**src/hw/rtl/plist_pkg.sv**
```systemverilog
// plist_pkg: shared types, codes and sizes for the positional list engine
// used by plist_cell and positional_list_engine; depends on nothing else
package plist_pkg;

  localparam int unsigned DEPTH = 16;
  localparam int unsigned IDX_W = (DEPTH > 1) ? $clog2(DEPTH) : 1;
  localparam int unsigned CNT_W = $clog2(DEPTH + 1);
  localparam int unsigned POS_W = 5;
  localparam int unsigned CMP_W = ((CNT_W > POS_W) ? CNT_W : POS_W) + 1;
  localparam int unsigned VAL_W = 32;

  localparam logic [2:0] OP_INSERT = 3'd0;
  localparam logic [2:0] OP_DELETE = 3'd1;
  localparam logic [2:0] OP_APPEND = 3'd2;
  localparam logic [2:0] OP_FRONT  = 3'd3;
  localparam logic [2:0] OP_DUMP   = 3'd4;

  localparam logic [1:0] ST_OK     = 2'd0;
  localparam logic [1:0] ST_FULL   = 2'd1;
  localparam logic [1:0] ST_BADPOS = 2'd2;
  localparam logic [1:0] ST_EMPTY  = 2'd3;

  typedef struct packed {
    logic [2:0]              operation;
    logic [POS_W-1:0]        position;
    logic signed [VAL_W-1:0] item_value;
  } req_t;

  typedef struct packed {
    logic signed [VAL_W-1:0] entry_value;
    logic [4:0]              entry_index;
    logic [1:0]              status;
    logic                    last_result;
  } rsp_t;

  // what every cell does in a cycle
  typedef enum logic [1:0] {
    C_HOLD = 2'd0,
    C_INS  = 2'd1,
    C_DEL  = 2'd2,
    C_ROT  = 2'd3
  } cell_op_t;

  typedef struct packed {
    cell_op_t                kind;
    logic [IDX_W-1:0]        slot;
    logic signed [VAL_W-1:0] item;
  } cell_cmd_t;

endpackage

```
**src/hw/rtl/plist_cell.sv**
```systemverilog
// plist_cell: one list slot, shifts with its neighbours on insert, delete, dump
// depends on plist_pkg
module plist_cell
  import plist_pkg::*;
(
  input  logic                    clk,
  input  cell_cmd_t               cmd,
  input  logic [IDX_W-1:0]        idx,
  input  logic signed [VAL_W-1:0] left,
  input  logic signed [VAL_W-1:0] right,
  input  logic signed [VAL_W-1:0] head,
  output logic signed [VAL_W-1:0] value
);

  logic signed [VAL_W-1:0] value_next;

  always_comb begin
    value_next = value;
    case (cmd.kind)
      C_INS: begin
        if (idx > cmd.slot) begin
          value_next = left;
        end else if (idx == cmd.slot) begin
          value_next = cmd.item;
        end
      end
      C_DEL: begin
        if (idx >= cmd.slot) begin
          value_next = right;
        end
      end
      C_ROT: begin
        // rotate the used prefix, head wraps to the last used slot
        if (idx == cmd.slot) begin
          value_next = head;
        end else if (idx < cmd.slot) begin
          value_next = right;
        end
      end
      default: value_next = value;
    endcase
  end

  always_ff @(posedge clk) begin
    value <= value_next;
  end

endmodule

```
**src/hw/rtl/positional_list_engine.sv**
```systemverilog
// Ordered list of up to DEPTH signed 32-bit values held in a row of shifting
// cells. Insert, delete, append and front requests leave busy low, and their
// single result appears in the cycle after the request. A dump of n entries
// gives n results on consecutive cycles, the first in the cycle after the
// request, and holds busy high until the last result appears while the cell
// row rotates once per entry; the row is back in order when the last
// result leaves. Results carry no back-pressure: each is valid for the one
// cycle that strobe is high. Bad positions and a full list are refused with
// an error status and leave the list untouched.
// depends on plist_pkg and plist_cell
module positional_list_engine
  import plist_pkg::*;
(
  input  logic clk,
  input  logic rst,
  input  logic start,
  input  req_t request,
  output logic busy,
  output logic strobe,
  output rsp_t result
);

  typedef enum logic [1:0] {
    S_IDLE = 2'b01,
    S_DUMP = 2'b10
  } state_t;

  state_t                  state, state_next;
  logic [CNT_W-1:0]        count, count_next;
  logic [IDX_W-1:0]        dump_idx, dump_idx_next;
  logic                    strobe_next;
  rsp_t                    result_next;
  cell_cmd_t               cmd;
  logic signed [VAL_W-1:0] cells [DEPTH];

  logic             accept;
  logic             full;
  logic [CMP_W-1:0] pos_ext;
  logic [CMP_W-1:0] cnt_ext;
  logic [IDX_W-1:0] emit_idx;
  logic [CNT_W-1:0] emit_pos;
  logic             emit_last;

  assign busy     = (state == S_DUMP);
  assign accept   = start && !busy;
  assign full     = (count == CNT_W'(DEPTH));
  assign pos_ext  = CMP_W'(request.position);
  assign cnt_ext  = CMP_W'(count);
  assign emit_idx = (state == S_DUMP) ? dump_idx : '0;
  assign emit_pos = CNT_W'(emit_idx) + CNT_W'(1);
  assign emit_last = (emit_pos == count);

  always_comb begin
    state_next    = state;
    count_next    = count;
    dump_idx_next = dump_idx;
    strobe_next   = 1'b0;
    result_next   = '0;
    result_next.last_result = 1'b1;
    cmd.kind = C_HOLD;
    cmd.slot = '0;
    cmd.item = request.item_value;

    if (state == S_DUMP || (accept && request.operation == OP_DUMP && count != '0)) begin
      // read the head cell and rotate the used prefix by one
      cmd.kind = C_ROT;
      cmd.slot = IDX_W'(count - CNT_W'(1));
      strobe_next = 1'b1;
      result_next.entry_value = cells[0];
      result_next.entry_index = 5'(emit_pos);
      result_next.status      = ST_OK;
      result_next.last_result = emit_last;
      if (emit_last) begin
        state_next    = S_IDLE;
        dump_idx_next = '0;
      end else begin
        state_next    = S_DUMP;
        dump_idx_next = emit_idx + IDX_W'(1);
      end
    end else if (accept) begin
      strobe_next = 1'b1;
      case (request.operation)
        OP_INSERT: begin
          if (full) begin
            result_next.status = ST_FULL;
          end else if (pos_ext == '0 || pos_ext > cnt_ext + CMP_W'(1)) begin
            result_next.status = ST_BADPOS;
          end else begin
            cmd.kind   = C_INS;
            cmd.slot   = IDX_W'(pos_ext - CMP_W'(1));
            count_next = count + CNT_W'(1);
          end
        end
        OP_DELETE: begin
          if (pos_ext == '0 || pos_ext > cnt_ext) begin
            result_next.status = ST_BADPOS;
          end else begin
            cmd.kind   = C_DEL;
            cmd.slot   = IDX_W'(pos_ext - CMP_W'(1));
            count_next = count - CNT_W'(1);
          end
        end
        OP_APPEND: begin
          if (full) begin
            result_next.status = ST_FULL;
          end else begin
            cmd.kind   = C_INS;
            cmd.slot   = IDX_W'(count);
            count_next = count + CNT_W'(1);
          end
        end
        OP_FRONT: begin
          if (full) begin
            result_next.status = ST_FULL;
          end else begin
            cmd.kind   = C_INS;
            cmd.slot   = '0;
            count_next = count + CNT_W'(1);
          end
        end
        OP_DUMP: begin
          // only reached with an empty list
          result_next.status = ST_EMPTY;
        end
        default: result_next.status = ST_BADPOS;
      endcase
    end
  end

  for (genvar g = 0; g < DEPTH; g++) begin : g_cell
    logic signed [VAL_W-1:0] left_val;
    logic signed [VAL_W-1:0] right_val;

    if (g == 0) begin : g_first
      assign left_val = request.item_value;
    end else begin : g_mid_l
      assign left_val = cells[g-1];
    end

    if (g == DEPTH - 1) begin : g_last
      assign right_val = cells[g];
    end else begin : g_mid_r
      assign right_val = cells[g+1];
    end

    plist_cell u_cell (
      .clk   (clk),
      .cmd   (cmd),
      .idx   (IDX_W'(g)),
      .left  (left_val),
      .right (right_val),
      .head  (cells[0]),
      .value (cells[g])
    );
  end

  always_ff @(posedge clk) begin
    if (rst) begin
      state    <= S_IDLE;
      count    <= '0;
      dump_idx <= '0;
      strobe   <= 1'b0;
    end else begin
      state    <= state_next;
      count    <= count_next;
      dump_idx <= dump_idx_next;
      strobe   <= strobe_next;
    end
  end

  always_ff @(posedge clk) begin
    result <= result_next;
  end

endmodule

```
**config.mk**
```make
export PLATFORM = sky130hd
export DESIGN_NAME = positional_list_engine
export DESIGN_NICKNAME = d
export VERILOG_FILES = /design/src/hw/rtl/plist_pkg.sv /design/src/hw/rtl/plist_cell.sv /design/src/hw/rtl/positional_list_engine.sv
export SDC_FILE = /design/constraint.sdc
export NUM_CORES = 2
export LEC_CHECK = 0
export BUFFER_PORTS_ARGS = -buffer_cell sky130_fd_sc_hd__buf_2
export CAP_MARGIN = 15
export CORE_MARGIN = 3
export CORE_UTILIZATION = 64
export DETAILED_ROUTE_END_ITERATION = 12
export GPL_TIMING_DRIVEN = 0
export PLACE_DENSITY = 0.8
export SLEW_MARGIN = 30
export SYNTH_ARGS = -nofsm -noshare
export SYNTH_HDL_FRONTEND = slang
export SYNTH_HIERARCHICAL = 1
export SYNTH_SLANG_ARGS = --single-unit
```
**constraint.sdc**
```tcl
create_clock -name clk -period 8.6 [get_ports clk]
set_input_delay 0.43 -clock clk [delete_from_list [all_inputs] [get_ports clk]]
set_output_delay 0.43 -clock clk [all_outputs]
set_load 0.02 [all_outputs]
```
Word level (Yosys, flattened, before mapping) --
Index checks and enable logic that the tools add are counted. W data, S select, Z words.
Cells by class: add/subtract/negate cells 6, order comparisons 48, eq/ne operators 77, mux-type cells 117, bitwise logic cells 2, reduce and logical (&&, ||, !) cells 33
Operators by type and width (number):
- $mux W32 | 78
- $pmux W32 S3 | 15
- $ne A3 B1 Y1 const B | 30
- $pmux W32 S2 | 1
- $reduce_and A4 Y1 | 14
- $mux W5 | 8
- $ne A2 B1 Y1 const B | 17
- $eq A4 B4 Y1 const A | 8
- $gt A4 B4 Y1 const A | 8
- $ge A4 B4 Y1 const A | 7
- $lt A4 B4 Y1 const A | 7
- $pmux W6 S4 | 1
- $mux W6 | 3
- $eq A3 B4 Y1 const A | 4
- $ge A3 B4 Y1 const A | 4
- $gt A3 B4 Y1 const A | 4
- $lt A3 B4 Y1 const A | 4
- $pmux W5 S3 | 1
- $ne A2 B2 Y1 const B | 5
- $eq A2 B4 Y1 const A | 2
- $ge A1 B4 Y1 const A | 2
- $ge A2 B4 Y1 const A | 2
- $gt A1 B4 Y1 const A | 2
- $gt A2 B4 Y1 const A | 2
- 36 further kinds | 54
Word-level totals: bits in registers 564, input bits 43, word-level logic and storage cells 307

Longest topological paths before layout --
depth after elaboration 12, mapped depth 20, mapped depth without buffers 16

Modules after synthesis --
Netlist, hierarchy kept.
By module, submodules not included:
- plist_cell (g_cell[15].u_cell ...) | instances 10, cells each 137, area each 1860.5 sq um
- plist_cell (g_cell[0].u_cell ...) | instances 6, cells each 136, area each 1863.0 sq um
- positional_list_engine | instances 1, cells each 253, area each 2386.0 sq um

Worst setup path before layout --
No wires, ideal clock.
path kind register to register, from reg count[0], to reg g_cell[15].u_cell.value[0] (enable), library setup time 501 ps, arrival 6831 ps, data required time 8099 ps, path slack 1268 ps, stages on the path, launching flop included 18, path buffers 1, period minus slack after synthesis 7332 ps, path through dfxtp_1 > buf_2 > inv_1 > ha_1 > inv_1 > ha_1 > nor2b_1 > o21bai_1 > a31oi_2 > nor3_1 > a21oi_1 > o21ai_0 > inv_1 > ha_1 > and3b_1 > o21ai_2 > nor4b_1 > nor4_1
RTL lines:
- start: declaration | line positional_list_engine.sv:29 | logic [CNT_W-1:0] count, count_next;
- start signal: assignment | line positional_list_engine.sv:165 | count <= count_next;
- end signal: assignment | line plist_cell.sv:45 | value <= value_next;
- end: declaration | line plist_cell.sv:12 | output logic signed [VAL_W-1:0] value

==> flow_summary_export.csv <==
group,metric,value,unit
floorplanning,die-area,53000,sq um
global_route,grt_pass1_wl,166000,um
final_layout,nNetsFinal,2841,
final_layout,layout.cells.non_filler,3440,
worst_setup_path,regToRegSetupSlack,2.35,ns
place,dp.cells,3323,
clock_network,clkTransAtPathRegs,0.06,ns
logic_synthesis,ys_top_cells_by_count,"513 x a22o_1, 512 x a221o_1, 512 x edfxtp_1, 128 x buf_2, 83 x inv_1",
final_layout,utilization,0.742,
logic_synthesis,synth_warnings,6,
worst_setup_path,required,8.93,ns
global_route,grt_max_degree,53,
logic_synthesis,synth.avg_cell_area,13.2,sq um
worst_setup_path,path_max_fanout,10,
clock_network,hold_buffers,0,
worst_setup_path,cp.arrival,6.58,ns
logic_synthesis,dominantRegCellSynth,"edfxtp_1",
logic_synthesis,ys_ff_latch,564,
sta,fmax,160,MHz
worst_setup_path,cp_slowest_stage_delay,0.69,ns
sta,tightest_slew,1.18,ns
clock_network,root_buffer,"clkbuf_16",
clock_network,cts_buffers,59,
min_path,min_to,"result[2]",
worst_setup_path,crit_type,"flop to flop",
clock_network,clockBufferDepth,3,
floorplanning,rows,81,
power,p_per_area,209,nW/um^2
sta,timing.slew.headroom,0.214,
sta,period_needed,6.25,ns
logic_synthesis,synth.distinct_cells,67,
worst_setup_path,r2r-end,"g_cell[9].u_cell/value[21]",
floorplanning,io_pins,85,
min_path,min_delay_path_depth,3,
run,cap_violations,0,
routing,viasPerCell,8.14,
place,dp_hpwl,74200,um
worst_setup_path,worst_path_most_repeated_cell,"buf_2",
global_route,grt_usage,0.415,
logic_synthesis,synth.largest_area_cell,"edfxtp_1",
routing,wl_per_cell,33.0,um
logic_synthesis,synth_edf_count,512,
routing,via_count,28000,
logic_synthesis,netlist_instances,2439,
min_path,hold_path_class,"input port to flop",
final_layout,drive_gt1_frac,0.205,
place,gp_congestion,0.972,
clock_network,htree_levels,2,
routing,drc_errors,0,
sta,setup_viol,0,
worst_setup_path,rr_startpoint,"count[0]",
logic_synthesis,synth.area.top_cells,"edfxtp_1 48%, a221o_1 16%, a22o_1 14%",
logic_synthesis,synth_area,32200,sq um
worst_setup_path,crit_path_end_kind,"flop",
worst_setup_path,path_cells,"buf_2 -> inv_1 -> ha_1 -> nor3b_1 -> and2_1 -> o21ai_1 -> buf_2 -> a21oi_1 -> o22ai_2 -> buf_6 -> inv_1 -> ha_1 -> and3b_1 -> o21ai_2 -> a21oi_1 -> nor4_2 -> buf_4 -> buf_2 -> buf_2",
logic_synthesis,synth_top_area_frac,0.478,
routing,final_antenna_net_count,0,
sta,rsz0062_at_grt,"no",
sta,fin_crit_sh,0.727,
sta,hold_viol,0,
worst_setup_path,rr_worst_depth,19,
worst_setup_path,start_kind,"flop",
place,io_buffers,84,
sta,skew,0.0148,ns
clock_network,clkLatencyLatePin,0.65,ns
global_route,overflow,0,
floorplanning,fp.coreArea,49300,sq um
worst_setup_path,critPathSlowestCell,"o21ai_1",
sta,drv_slew,0,
global_route,grt_pass1_vias,26800,
floorplanning,start_util,0.653,
routing,firstDrtPassIters,7,
clock_network,cts_setup_buffers,0,
final_layout,area_delta_synth_final,13.6,%
min_path,min-delay-start,"start",
power,leakagePower,13.4,nW
routing,finalWirelength,114000,um
clock_network,cts_resized,0,
outcome,status,"complete, no violations",
power,ir_drop,0.162,mV
logic_synthesis,seq_area_frac_synth,0.510,
global_route,antenna_found_initial,7,
floorplanning,die_x,230,um
clock_network,cts_tree,"done",
clock_network,cts.sinks,564,
logic_synthesis,synthArstFlopShare,0,
floorplanning,fp.dieH,230,um
routing,drt_iter0_drc,4767,
logic_synthesis,yosysMostFrequentCell,"a22o_1",
-- logic make-up (layout without fill, tap and decap cells) --
kind of cell,after synthesis,count (layout),share of synthesized area
xor gates and xnor gates,15,15,0.00408
and+or+nand+nor,279,279,0.0559
buffers and inverters,320,589,0.0623
muxes,4,4,0.00140
DFF,564,564,0.510
adders and majority gates,78,78,0.0303
AOI/OAI and AO/OA,1177,1177,0.335
other,2,70,0.000233
-- power by group --
part | total (mW) | internal (mW) | switching (mW)
clock | 2.82 | 1.68 | 1.14
sequential | 3.47 | 3.28 | 0.187
combinational | 1.36 | 0.536 | 0.823
total | 7.65 | 5.50 | 2.15
-- worst max-delay path by stage --
stage	to	slack [ns]	cells past startpoint	from
2_1_floorplan	g_cell[15].u_cell/value[0]	1.27	17	count[0]
3_3_place_gp	g_cell[9].u_cell/value[21]	-3.12	15	count[1]
3_5_place_dp	g_cell[9].u_cell/value[22]	2.66	19	count[0]
4_1_cts	g_cell[9].u_cell/value[21]	2.60	19	count[0]
5_1_grt	g_cell[9].u_cell/value[15]	2.28	19	count[0]
6_report	g_cell[9].u_cell/value[21]	2.35	19	count[0]
-- cell type report --
cell class,count,area [sq um]
Tap cell,664,831
Fill cell,3367,12700
Buffer,234,1680
Antenna cell,6,15.0
Clock inverter,39,524
Inverter,86,324
Multi-Input combinational cell,1617,14200
Sequential cell,564,16400
Clock buffer,72,1590
Timing Repair Buffer,158,955
-- through the flow --
stage                     instance area [sq um]  hold slack (ns)  setup TNS (ns)  worst slack, ns  total power [mW]
after floorplan                           32400            0.455               0             1.27              4.28
after global placement                    33700            0.468         -836.07            -3.12              4.71
after detailed placement                  34400            0.482               0             2.66              4.79
after CTS                                 36500           0.0533               0             2.60              7.56
after global routing                      36500           0.0596               0             2.28              7.83
final                                     36500           0.0700               0             2.35              7.65
-- worst max-delay path, delay by kind of cell (launching register included) --
kind	cells	cell delay, ns
AOI/OAI and AO/OA	5	1.59
buffers and inverters	8	1.99
and+or+nand+nor	4	1.34
adders and majority gates	2	0.63
DFF	1	0.38
-- registers in the layout, indices dropped and copies added, names as in the netlist --
| register | flops |
|---|---|
| strobe | 1 |
| g_cell.u_cell/value | 512 |
| result | 40 |
| dump_idx | 4 |
| state | 2 |
| count | 5 |
-- layout by cell type (no fill, tap or decap), drive strengths merged, types with 20 or more instances in the layout --
cell	instances
clkinv	22
and3	20
and2	48
a22o	513
nor2	48
nand2	24
a221o	512
conb	64
clkbuf	107
buf	357
nand3	32
dfxtp	52
ha	78
a21oi	43
inv	87
edfxtp	512
-- routing by layer --
layer	part of all wire	vias up	track usage
met2	0.43	2616	0.612
met1	0.34	13600	0.530
met5	0.00065	-	0
li1	-	11200	-
met4	0.078	12	0.266
met3	0.15	568	0.133
No activity file was read; power rests on OpenSTA's default activity.
